$ cat src/rtl/capture_transition_extractor_defines.svh
// Assertion macros for the capture transition extractor.
`ifndef CAPTURE_TRANSITION_EXTRACTOR_DEFINES_SVH
`define CAPTURE_TRANSITION_EXTRACTOR_DEFINES_SVH

// Same-cycle implication, disabled while reset is asserted.
`define CTE_ASSERT_IMP(lbl, clk, rstn, ante, cons, msg) \
    lbl: assert property (@(posedge clk) disable iff (!rstn) (ante) |-> (cons)) else $error(msg);

// Next-cycle implication, disabled while reset is asserted.
`define CTE_ASSERT_NXT(lbl, clk, rstn, ante, cons, msg) \
    lbl: assert property (@(posedge clk) disable iff (!rstn) (ante) |=> (cons)) else $error(msg);

`endif

$ cat src/rtl/cte_pkg.sv
// Shared types and constants of the capture transition extractor.
package cte_pkg;

    localparam int SAMPLE_W    = 8;
    localparam int LA_W        = 3;
    localparam int PERIOD_W    = 10;
    localparam int TS_W        = 25;
    localparam int CFG_ADDR_W  = 1;
    localparam int CFG_DATA_W  = PERIOD_W;
    localparam int TDATA_IN_W  = 8;
    localparam int TDATA_OUT_W = 48;
    localparam int OUT_PAD_W   = TDATA_OUT_W - TS_W - 2 * SAMPLE_W;

    localparam logic [SAMPLE_W-1:0] FULL_MASK    = 8'hff;
    localparam logic [PERIOD_W-1:0] PERIOD_RESET = 10'd62;

    localparam logic [CFG_ADDR_W-1:0] REG_LOOKAHEAD = 1'b0;
    localparam logic [CFG_ADDR_W-1:0] REG_PERIOD    = 1'b1;

    // One held or finished report.
    typedef struct packed {
        logic                valid;
        logic                done;
        logic                last;
        logic [SAMPLE_W-1:0] value;
        logic [SAMPLE_W-1:0] mask;
        logic [LA_W-1:0]     seen;
    } ent_t;

    // Broadcast to every cell when a sample is accepted mid-capture.
    typedef struct packed {
        logic                active;
        logic                fin;
        logic [LA_W-1:0]     la;
        logic [SAMPLE_W-1:0] sample;
    } step_t;

endpackage

$ cat src/rtl/cte_cell.sv
// One cell of the report chain: holds a report, filters its mask, hands it to its neighbor.
module cte_cell #(
    parameter int IDX_W = 15
) (
    input  logic                  aclk,
    input  logic                  aresetn,
    input  cte_pkg::step_t        step,
    input  logic                  shift,
    input  logic                  push,
    input  cte_pkg::ent_t         push_ent,
    input  logic [IDX_W-1:0]      push_idx,
    input  cte_pkg::ent_t         nbr_ent,
    input  logic [IDX_W-1:0]      nbr_idx,
    input  logic                  left_vafter,
    output cte_pkg::ent_t         upd_ent,
    output logic [IDX_W-1:0]      upd_idx,
    output logic                  vafter,
    output cte_pkg::ent_t         ent_q
);

    cte_pkg::ent_t     ent_reg;
    cte_pkg::ent_t     ent_next;
    logic [IDX_W-1:0]  idx_reg;
    logic [IDX_W-1:0]  idx_next;

    always_comb begin
        upd_ent = ent_reg;
        upd_idx = idx_reg;
        if (step.active && ent_reg.valid && !ent_reg.done) begin
            if (ent_reg.seen < step.la) begin
                upd_ent.mask = ent_reg.mask & ~(ent_reg.value ^ step.sample);
                upd_ent.seen = ent_reg.seen + cte_pkg::LA_W'(1);
            end
            if (step.fin || (upd_ent.seen >= step.la)) begin
                upd_ent.done = 1'b1;
            end
        end
    end

    assign vafter = shift ? nbr_ent.valid : ent_reg.valid;

    always_comb begin
        if (shift) begin
            ent_next = nbr_ent;
            idx_next = nbr_idx;
        end else begin
            ent_next = upd_ent;
            idx_next = upd_idx;
        end
        if (push && !vafter && left_vafter) begin
            ent_next = push_ent;
            idx_next = push_idx;
        end
    end

    always_ff @(posedge aclk) begin
        if (!aresetn) begin
            ent_reg.valid <= 1'b0;
        end else begin
            ent_reg <= ent_next;
            idx_reg <= idx_next;
        end
    end

    assign ent_q = ent_reg;

endmodule

$ cat src/rtl/cte_out_stage.sv
// Output register: timestamp multiply and result request hold.
module cte_out_stage #(
    parameter int IDX_W = 15
) (
    input  logic                                 aclk,
    input  logic                                 aresetn,
    input  cte_pkg::ent_t                        head_ent,
    input  logic [IDX_W-1:0]                     head_idx,
    input  logic [cte_pkg::PERIOD_W-1:0]         period,
    input  logic                                 m_tready,
    output logic                                 m_tvalid,
    output logic [cte_pkg::TDATA_OUT_W-1:0]      m_tdata,
    output logic                                 m_tlast,
    output logic                                 pop
);

    localparam int PROD_W = IDX_W + cte_pkg::PERIOD_W;

    logic [PROD_W-1:0]                   prod;
    logic [cte_pkg::TS_W-1:0]            ts;
    logic                                m_tvalid_reg;
    logic [cte_pkg::TDATA_OUT_W-1:0]     m_tdata_reg;
    logic                                m_tlast_reg;

    assign prod = {{cte_pkg::PERIOD_W{1'b0}}, head_idx} * {{IDX_W{1'b0}}, period};
    assign ts   = cte_pkg::TS_W'(prod);
    assign pop  = head_ent.valid && head_ent.done && (!m_tvalid_reg || m_tready);

    always_ff @(posedge aclk) begin
        if (!aresetn) begin
            m_tvalid_reg <= 1'b0;
        end else if (pop) begin
            m_tvalid_reg <= 1'b1;
        end else if (m_tready) begin
            m_tvalid_reg <= 1'b0;
        end
    end

    always_ff @(posedge aclk) begin
        if (pop) begin
            m_tdata_reg <= {{cte_pkg::OUT_PAD_W{1'b0}}, head_ent.mask, head_ent.value, ts};
            m_tlast_reg <= head_ent.last;
        end
    end

    assign m_tvalid = m_tvalid_reg;
    assign m_tdata  = m_tdata_reg;
    assign m_tlast  = m_tlast_reg;

endmodule

$ cat src/rtl/capture_transition_extractor.sv
// Top level of the capture transition extractor: capture control, cell chain, output stage.
// Throughput: one sample and one result request per cycle, as s_tready and m_tready allow.
// Release path: a report is written or marked done in its cell at the accepting edge of the
// sample that releases it, and is registered onto m_tdata once it heads the chain.
// Input stalls only while all MAX_LOOKAHEAD+2 cells of the chain are occupied.
// Reset is synchronous: chain empty, no capture open, lookahead 0, period 62 ns.
`include "capture_transition_extractor_defines.svh"

module capture_transition_extractor #(
    parameter int MAX_LOOKAHEAD = 7,
    parameter int CAPTURE_DEPTH = 32768
) (
    input  logic                                  aclk,
    input  logic                                  aresetn,
    input  logic                                  s_tvalid,
    output logic                                  s_tready,
    input  logic [cte_pkg::TDATA_IN_W-1:0]        s_tdata,   // [7:0] sample
    input  logic                                  s_tlast,
    output logic                                  m_tvalid,
    input  logic                                  m_tready,
    // [24:0] timestamp, [32:25] sample_value, [40:33] change_mask, [47:41] zero
    output logic [cte_pkg::TDATA_OUT_W-1:0]       m_tdata,
    output logic                                  m_tlast,
    input  logic                                  cfg_wr_en,
    input  logic [cte_pkg::CFG_ADDR_W-1:0]        cfg_addr,
    input  logic [cte_pkg::CFG_DATA_W-1:0]        cfg_wdata
);

    localparam int NCELL = MAX_LOOKAHEAD + 2;
    localparam int IDX_W = $clog2(CAPTURE_DEPTH);
    localparam logic [IDX_W-1:0] SAT_IDX = IDX_W'(CAPTURE_DEPTH - 1);

    logic [cte_pkg::LA_W-1:0]      lookahead_reg;
    logic [cte_pkg::PERIOD_W-1:0]  period_reg;
    logic                          first_seen_reg;
    logic                          first_seen_next;
    logic [cte_pkg::SAMPLE_W-1:0]  prev_reg;
    logic [cte_pkg::SAMPLE_W-1:0]  prev_next;
    logic [IDX_W-1:0]              sidx_reg;
    logic [IDX_W-1:0]              sidx_next;

    logic                          s_accept;
    logic [cte_pkg::SAMPLE_W-1:0]  sample;
    logic [cte_pkg::LA_W-1:0]      la;
    cte_pkg::step_t                step;
    logic                          push;
    cte_pkg::ent_t                 push_ent;
    logic [IDX_W-1:0]              push_idx;
    logic                          shift;

    cte_pkg::ent_t                 upd_ent [NCELL+1];
    logic [IDX_W-1:0]              upd_idx [NCELL+1];
    cte_pkg::ent_t                 q_ent   [NCELL];
    logic [IDX_W-1:0]              q_idx   [NCELL];
    logic                          vafter  [NCELL+1];

    assign sample   = s_tdata[cte_pkg::SAMPLE_W-1:0];
    assign s_tready = !q_ent[NCELL-1].valid;
    assign s_accept = s_tvalid && s_tready;
    assign la = (int'(lookahead_reg) > MAX_LOOKAHEAD) ? cte_pkg::LA_W'(MAX_LOOKAHEAD)
                                                      : lookahead_reg;

    assign step.active = s_accept && first_seen_reg;
    assign step.fin    = s_tlast;
    assign step.la     = la;
    assign step.sample = sample;

    always_comb begin
        push           = 1'b0;
        push_idx       = sidx_reg;
        push_ent.valid = 1'b1;
        push_ent.done  = 1'b0;
        push_ent.last  = 1'b0;
        push_ent.value = sample;
        push_ent.mask  = sample ^ prev_reg;
        push_ent.seen  = '0;
        if (s_accept) begin
            if (!first_seen_reg) begin
                push          = 1'b1;
                push_idx      = '0;
                push_ent.mask = cte_pkg::FULL_MASK;
                push_ent.last = s_tlast;
                push_ent.done = 1'b1;
            end else if (s_tlast) begin
                push          = 1'b1;
                push_ent.mask = cte_pkg::FULL_MASK;
                push_ent.last = 1'b1;
                push_ent.done = 1'b1;
            end else if (sample != prev_reg) begin
                push          = 1'b1;
                push_ent.done = (la == '0);
            end
        end
    end

    always_comb begin
        first_seen_next = first_seen_reg;
        prev_next       = prev_reg;
        sidx_next       = sidx_reg;
        if (s_accept) begin
            if (s_tlast) begin
                first_seen_next = 1'b0;
                prev_next       = '0;
                sidx_next       = '0;
            end else if (!first_seen_reg) begin
                first_seen_next = 1'b1;
                prev_next       = sample;
                sidx_next       = (SAT_IDX > IDX_W'(1)) ? IDX_W'(1) : SAT_IDX;
            end else begin
                prev_next = sample;
                if (sidx_reg < SAT_IDX) begin
                    sidx_next = sidx_reg + IDX_W'(1);
                end
            end
        end
    end

    always_ff @(posedge aclk) begin
        if (!aresetn) begin
            lookahead_reg  <= '0;
            period_reg     <= cte_pkg::PERIOD_RESET;
            first_seen_reg <= 1'b0;
            prev_reg       <= '0;
            sidx_reg       <= '0;
        end else begin
            if (cfg_wr_en) begin
                unique case (cfg_addr)
                    cte_pkg::REG_LOOKAHEAD: lookahead_reg <= cfg_wdata[cte_pkg::LA_W-1:0];
                    cte_pkg::REG_PERIOD:    period_reg    <= cfg_wdata[cte_pkg::PERIOD_W-1:0];
                    default: ;
                endcase
            end
            first_seen_reg <= first_seen_next;
            prev_reg       <= prev_next;
            sidx_reg       <= sidx_next;
        end
    end

    assign upd_ent[NCELL] = '0;
    assign upd_idx[NCELL] = '0;
    assign vafter[NCELL]  = 1'b0;

    genvar j;
    generate
        for (j = 0; j < NCELL; j++) begin : g_cell
            logic left_va;
            if (j == 0) begin : g_head
                assign left_va = 1'b1;
            end else begin : g_body
                assign left_va = vafter[j-1];
            end
            cte_cell #(
                .IDX_W(IDX_W)
            ) u_cell (
                .aclk        (aclk),
                .aresetn     (aresetn),
                .step        (step),
                .shift       (shift),
                .push        (push),
                .push_ent    (push_ent),
                .push_idx    (push_idx),
                .nbr_ent     (upd_ent[j+1]),
                .nbr_idx     (upd_idx[j+1]),
                .left_vafter (left_va),
                .upd_ent     (upd_ent[j]),
                .upd_idx     (upd_idx[j]),
                .vafter      (vafter[j]),
                .ent_q       (q_ent[j])
            );
            assign q_idx[j] = upd_idx[j];
        end
    endgenerate

    cte_out_stage #(
        .IDX_W(IDX_W)
    ) u_out (
        .aclk     (aclk),
        .aresetn  (aresetn),
        .head_ent (q_ent[0]),
        .head_idx (q_idx[0]),
        .period   (period_reg),
        .m_tready (m_tready),
        .m_tvalid (m_tvalid),
        .m_tdata  (m_tdata),
        .m_tlast  (m_tlast),
        .pop      (shift)
    );

    `CTE_ASSERT_IMP(a_chain_compact, aclk, aresetn, !q_ent[0].valid, !q_ent[1].valid, "cell chain has a gap at its head")
    `CTE_ASSERT_NXT(a_final_closes, aclk, aresetn, s_accept && s_tlast, !first_seen_reg && (sidx_reg == '0), "final sample did not close the capture")
    `CTE_ASSERT_IMP(a_open_index, aclk, aresetn, !first_seen_reg, (sidx_reg == '0) && (prev_reg == '0), "idle capture state not cleared")

endmodule
$ cat config.mk
export PLATFORM = sky130hd
export DESIGN_NAME = capture_transition_extractor
export DESIGN_NICKNAME = d
export VERILOG_FILES = /design/src/rtl/cte_pkg.sv /design/src/rtl/cte_cell.sv /design/src/rtl/cte_out_stage.sv /design/src/rtl/capture_transition_extractor.sv
export VERILOG_INCLUDE_DIRS = /design/src /design/src/rtl
export SDC_FILE = /design/constraint.sdc
export NUM_CORES = 1
export LEC_CHECK = 0
export ABC_AREA = 1
export BUFFER_PORTS_ARGS = -buffer_cell sky130_fd_sc_hd__buf_2
export CORE_MARGIN = 3
export CORE_UTILIZATION = 58
export DETAILED_ROUTE_END_ITERATION = 10
export PLACE_DENSITY = 0.75
export SLEW_MARGIN = 15
export SYNTH_ARGS = -nofsm -noshare
export SYNTH_HDL_FRONTEND = slang
export SYNTH_SLANG_ARGS = --single-unit
$ cat constraint.sdc
create_clock -name aclk -period 8.78 [get_ports aclk]
set_input_delay 0.439 -clock aclk [delete_from_list [all_inputs] [get_ports aclk]]
set_output_delay 0.439 -clock aclk [all_outputs]
set_load 0.02 [all_outputs]
## Word-level counts from Yosys, hierarchy flattened

Cells that the tools add are included.

- Word-level logic and storage cells: 342
- Output and inout bits: 51
- Register bits: 413
- Bits of input ports: 25

- $add $sub $neg: 10
- Multiplexer cells: 111
- Multiply operators: 1
- Equal/unequal tests: 2
- Reductions and logical operators: 99
- $lt $le $gt $ge: 19
- Bitwise gates (word level): 29

Operators with widths:

| operator | number |
|---|---|
| 2-to-1 mux 22 bit | 18 |
| 2-to-1 mux 15 bit | 23 |
| 2-to-1 mux 11 bit | 27 |
| bitwise XOR 8 bit | 10 |
| bitwise AND 8 bit | 9 |
| inverter 8 bit | 9 |
| logical AND 1 bit | 39 |
| 2-to-1 mux 1 bit | 37 |
| 2-to-1 mux 8 bit | 4 |
| adder 3 x 1 -> 3 bit (second input constant) | 9 |
| greater-or-equal comparator 3 bit | 9 |
| less-than comparator 3 bit | 9 |
| AND reduction 2 bit | 13 |
| multiplier 15 x 10 -> 25 bit | 1 |
| zero test 1 bit | 20 |
| nonzero test 2 bit | 10 |
| adder 15 x 1 -> 15 bit (second input constant) | 1 |
| less-than comparator 15 bit (second input constant) | 1 |
| logical OR 1 bit | 10 |
| nonzero test 3 bit | 3 |
| != test 8 bit | 1 |
| AND reduction 3 bit | 2 |
| 2-to-1 mux 2 bit | 2 |
| zero test 3 bit | 1 |
| 3 further kinds | 3 |

## Depth between registers and ports, before layout

- Word-level depth: 12
- Depth in mapped cells: 24
- Gate-level depth less buffers: 22

## Modules after synthesis

Synthesis repeated with hierarchy kept, for this count alone.

- Cell total of the unflattened synthesis: 3849
- Area total of the unflattened synthesis: 30613.1 µm²

By module, submodules not included:

| module | sequential area each (µm²) | area an instance (µm²) | times used | cells an instance |
|---|---|---|---|---|
| cte_cell (g_cell[0].u_cell ...) | 1101.1 | 2404.8 | 8 | 294 |
| cte_out_stage | 1281.2 | 6920.4 | 1 | 892 |
| cte_cell (g_cell[8].u_cell) | 1101.1 | 2401.1 | 1 | 292 |
| capture_transition_extractor | 740.7 | 2053.2 | 1 | 313 |

## Least setup slack after synthesis

No wires, ideal clock.

- Path kind: reg2reg
- Start point: register period_reg[1] (netlist name)
- End point: register u_out.m_tdata_reg, in the netlist u_out.m_tdata[18] (data pin)
- Arrival time: 4572 ps
- Data required time: 8521 ps
- Cell stages (with the launch flop): 22
- Setup time: 259 ps
- Slack: 3949 ps
- Path through: dfxtp_1 clkbuf_1 clkbuf_1 nand2_1 fa_1 inv_1 fa_1 inv_1 fa_1 inv_1 fa_1 inv_1 fa_1 inv_1 ha_1 nand2_1 inv_1 a21oi_1 nand2_1 nand3_1 nand2_1 xor2_1

- Word-level cells in the longest chain between the ends: 1

RTL lines:

| what | RTL line | source |
|---|---|---|
| from (decl) | capture_transition_extractor.sv:34 | `logic [cte_pkg::PERIOD_W-1:0] period_reg;` |
| from (signal assigned) | capture_transition_extractor.sv:121 | `period_reg <= cte_pkg::PERIOD_RESET;` |
| from (signal assigned) | capture_transition_extractor.sv:129 | `cte_pkg::REG_PERIOD: period_reg <= cfg_wdata[cte_pkg::PERIOD_W-1:0];` |
| multiplier 15 x 10 -> 25 bit | cte_out_stage.sv:25 | `assign prod = {{cte_pkg::PERIOD_W{1'b0}}, head_idx} * {{IDX_W{1'b0}}, period};` |
| via u_out.prod[18] | cte_out_stage.sv:19 | `logic [PROD_W-1:0] prod;` |
| to (signal assigned) | cte_out_stage.sv:41 | `m_tdata_reg <= {{cte_pkg::OUT_PAD_W{1'b0}}, head_ent.mask, head_ent.value, ts};` |
| to (decl) | cte_out_stage.sv:22 | `logic [cte_pkg::TDATA_OUT_W-1:0] m_tdata_reg;` |

The timed path passes the listed nets, and every way through them passes these cells.
A chain may end at the register's enable or synchronous reset.

## Final worst setup path

Ends and elaborated chain as after synthesis.

==> results.cfg <==
[global_routing]
grt_max_degree = 144
antenna_found_initial = 0
track_usage_pct = 28.8
grt_pass1_wl_um = 119000
grt_pass1_vias = 22800
grt_overflow = 0

[critical_path]
crit_path_max_fanout = 16
crit_start = period_reg[1]
critPathCapture = u_out.m_tdata[18]
crit_type = reg -> reg
r2r_slack_ps = 3650
worstPathArrival_ps = 5450
ff2ff_path_depth = 19
critPathRequiredTime_ps = 9100
r2r-start = period_reg[1]
r2r-end = u_out.m_tdata[18]
worstSetupStartpointType = flip-flop
end_kind = flip-flop

[synth]
yosysSeqAreaShare_pct = 42.4
yosysMostFrequentCell = nand2_1
synth-edff-count = 366
synthArstFlopShare_pct = 0
yosysWarnings = 0
yosys-top-cells-count = nand2_1, inv_1, edfxtp_1
synth_cell_types = 46
syn_inst = 3452
avgSynthCellArea_um2 = 8.15
synth_ff_type = edfxtp_1
synth_top_cell_area_share_pct = 39.0
synth_area_leaders = edfxtp_1, nand2_1, fa_1
yosys_register_bits = 413
syn_area_mm2 = 0.0281
yosys.area.top_type = edfxtp_1

[run_status]
status = completed

[floorplan]
coreArea_mm2 = 0.0478
initial_utilization_pct = 58.8
ios = 76
die-width_um = 226
fp.dieH_um = 226
fp-row-count = 80
die-area_mm2 = 0.0512

[hold_path]
hold_class = in -> reg

[sta]
final-setup-viol-count = 0
fin_setup_tns_ps = 0
fin_crit_sh_pct = 58.5
finalClockSkew_ps = 26.8
max-slew-margin-rel_pct = 28.4
worst_pin_slew_ps = 1070
timing.fmax_ghz = 0.195
finalMaxSlewViolations = 0
grt_setup_unrepaired = false
post-route-min-period_ps = 5130
hold_viol_final = 0

[pwr]
irDropWorstVdd_v = 0.000175
p_per_area_mw_per_mm2 = 241
power_leakage_uw = 0.0144

[routing]
viasPerCell = 5.81
wire_per_inst_um = 18.1
drtIter0Drc = 2657
dr.pass1.iters = 6
drc = 0
vias = 23500
ant_nets = 0
wl_um = 73300

[cts]
htreeDepth = 2
cts_hold_buffers = 0
post_cts_resized = 0
clk_pin_slew_ps = 60
cts_tree = built
post_cts_buffers = 0
cts_sinks = 413
clk_latency_ps = 600
cts.path.max_buffers = 3
cts_made_buffers = 46
cts-root-buf = clkbuf_16

[cells_and_area]
final_util_pct = 62.9
syn2layout_area_growth_pct = 6.85
largest_register_ff_count = 198
fin_cells = 4052
nNetsFinal = 3635
diodes = 0
drive_above_1_share_pct = 6.49

[placed_design]
place.gp.congestion = 0.927
dp.cells = 3966
port_buffers = 68
hpwl_um = 51500

[job]
maxCapViolCount = 0
## per-layer routing
layer	global-route usage, %	up-vias	share of wire [%]
met1	39.8	11000	42
met2	46.4	1196	46
met4	10.9	0	3.3
met3	4.34	177	9.5
met5	0	-	0
li1	-	11100	-
## cells by family (layout without fill, tap and decap cells)
logic type	count (synthesis)	after routing	share of synthesized area (%)
simple gates	1932	1932	30.1
buf+inv	657	636	9.55
flops	413	413	42.4
fa+ha+maj	211	211	12.1
compound gates	146	146	2.94
xor+xnor	92	92	2.86
other cells	1	7	0.0133
## how the worst min path moves through the flow
stage                                     startpoint  cells after the start  slack, ps             to
after global placement    g_cell[0].u_cell.ent_q[19]                      0        410  u_out.m_tlast
after global routing                    cfg_wdata[3]                      3        140  period_reg[3]
after CTS                               cfg_wdata[3]                      3        110  period_reg[3]
final                                   cfg_wdata[3]                      3        140  period_reg[3]
after floorplan           g_cell[0].u_cell.ent_q[19]                      0        400  u_out.m_tlast
after detailed placement  g_cell[0].u_cell.ent_q[19]                      0        420  u_out.m_tlast
## report_power, final
group          internal (µW)  switching, µW
Clock                   1120            817
Combinational            950           1830
Sequential              2450            102
## cells in the final DEF (no fill, tap or decap), types with 3 or more instances in the layout
cell	n
clkinv_1	12
nand2_1	1194
conb_1	7
nor2_1	171
clkbuf_16	46
ha_1	109
inv_2	19
inv_4	5
inv_1	427
xnor2_1	17
o21ai_1	17
bufinv_16	5
buf_2	67
nand3_1	265
buf_4	30
nor2_2	6
nand3b_1	4
a21oi_2	7
and2_1	6
o21ai_4	4
o21ai_0	28
a21oi_1	72
a211oi_1	9
clkbuf_1	12
fa_1	102
clkinv_2	9
dfxtp_1	47
nand3_2	3
xor2_1	75
nand4_1	259
nand4_4	7
nor3_1	7
edfxtp_1	366
## cell type report
class / count / area, µm²
repair buffers: 97 / 561
clock inverters: 28 / 297
fillers: 4074 / 17800
well taps: 615 / 769
multi-input cells: 2388 / 13600
flip-flops and latches: 413 / 11900
clock buffers: 58 / 1200
inverters: 453 / 1710
## worst max-delay path: stages, from the launching register on
cell and delay [ps]:
dfxtp_1 690, nand2_1 160, fa_1 570, inv_1 50, fa_1 510, inv_1 60
fa_1 530, inv_1 50, fa_1 470, inv_1 50, fa_1 470, inv_1 40
ha_1 320, nand2_1 200, inv_1 60, a21oi_1 210, nand2_1 130, nand3_1 90
nand2_1 60, xor2_1 140
## per-stage QoR
step | worst slack, ps | total power [µW] | hold slack, ps | instance area, µm²
detailed placement | 3670 | 5340 | 422 | 28600
floorplan | 3950 | 4650 | 400 | 28200
finish | 3650 | 7260 | 141 | 30100
global route | 3310 | 7800 | 139 | 30100
global placement | 3710 | 5260 | 411 | 28600
CTS | 3650 | 7280 | 106 | 30100
Note: power is estimated with default switching activity, not from simulation.
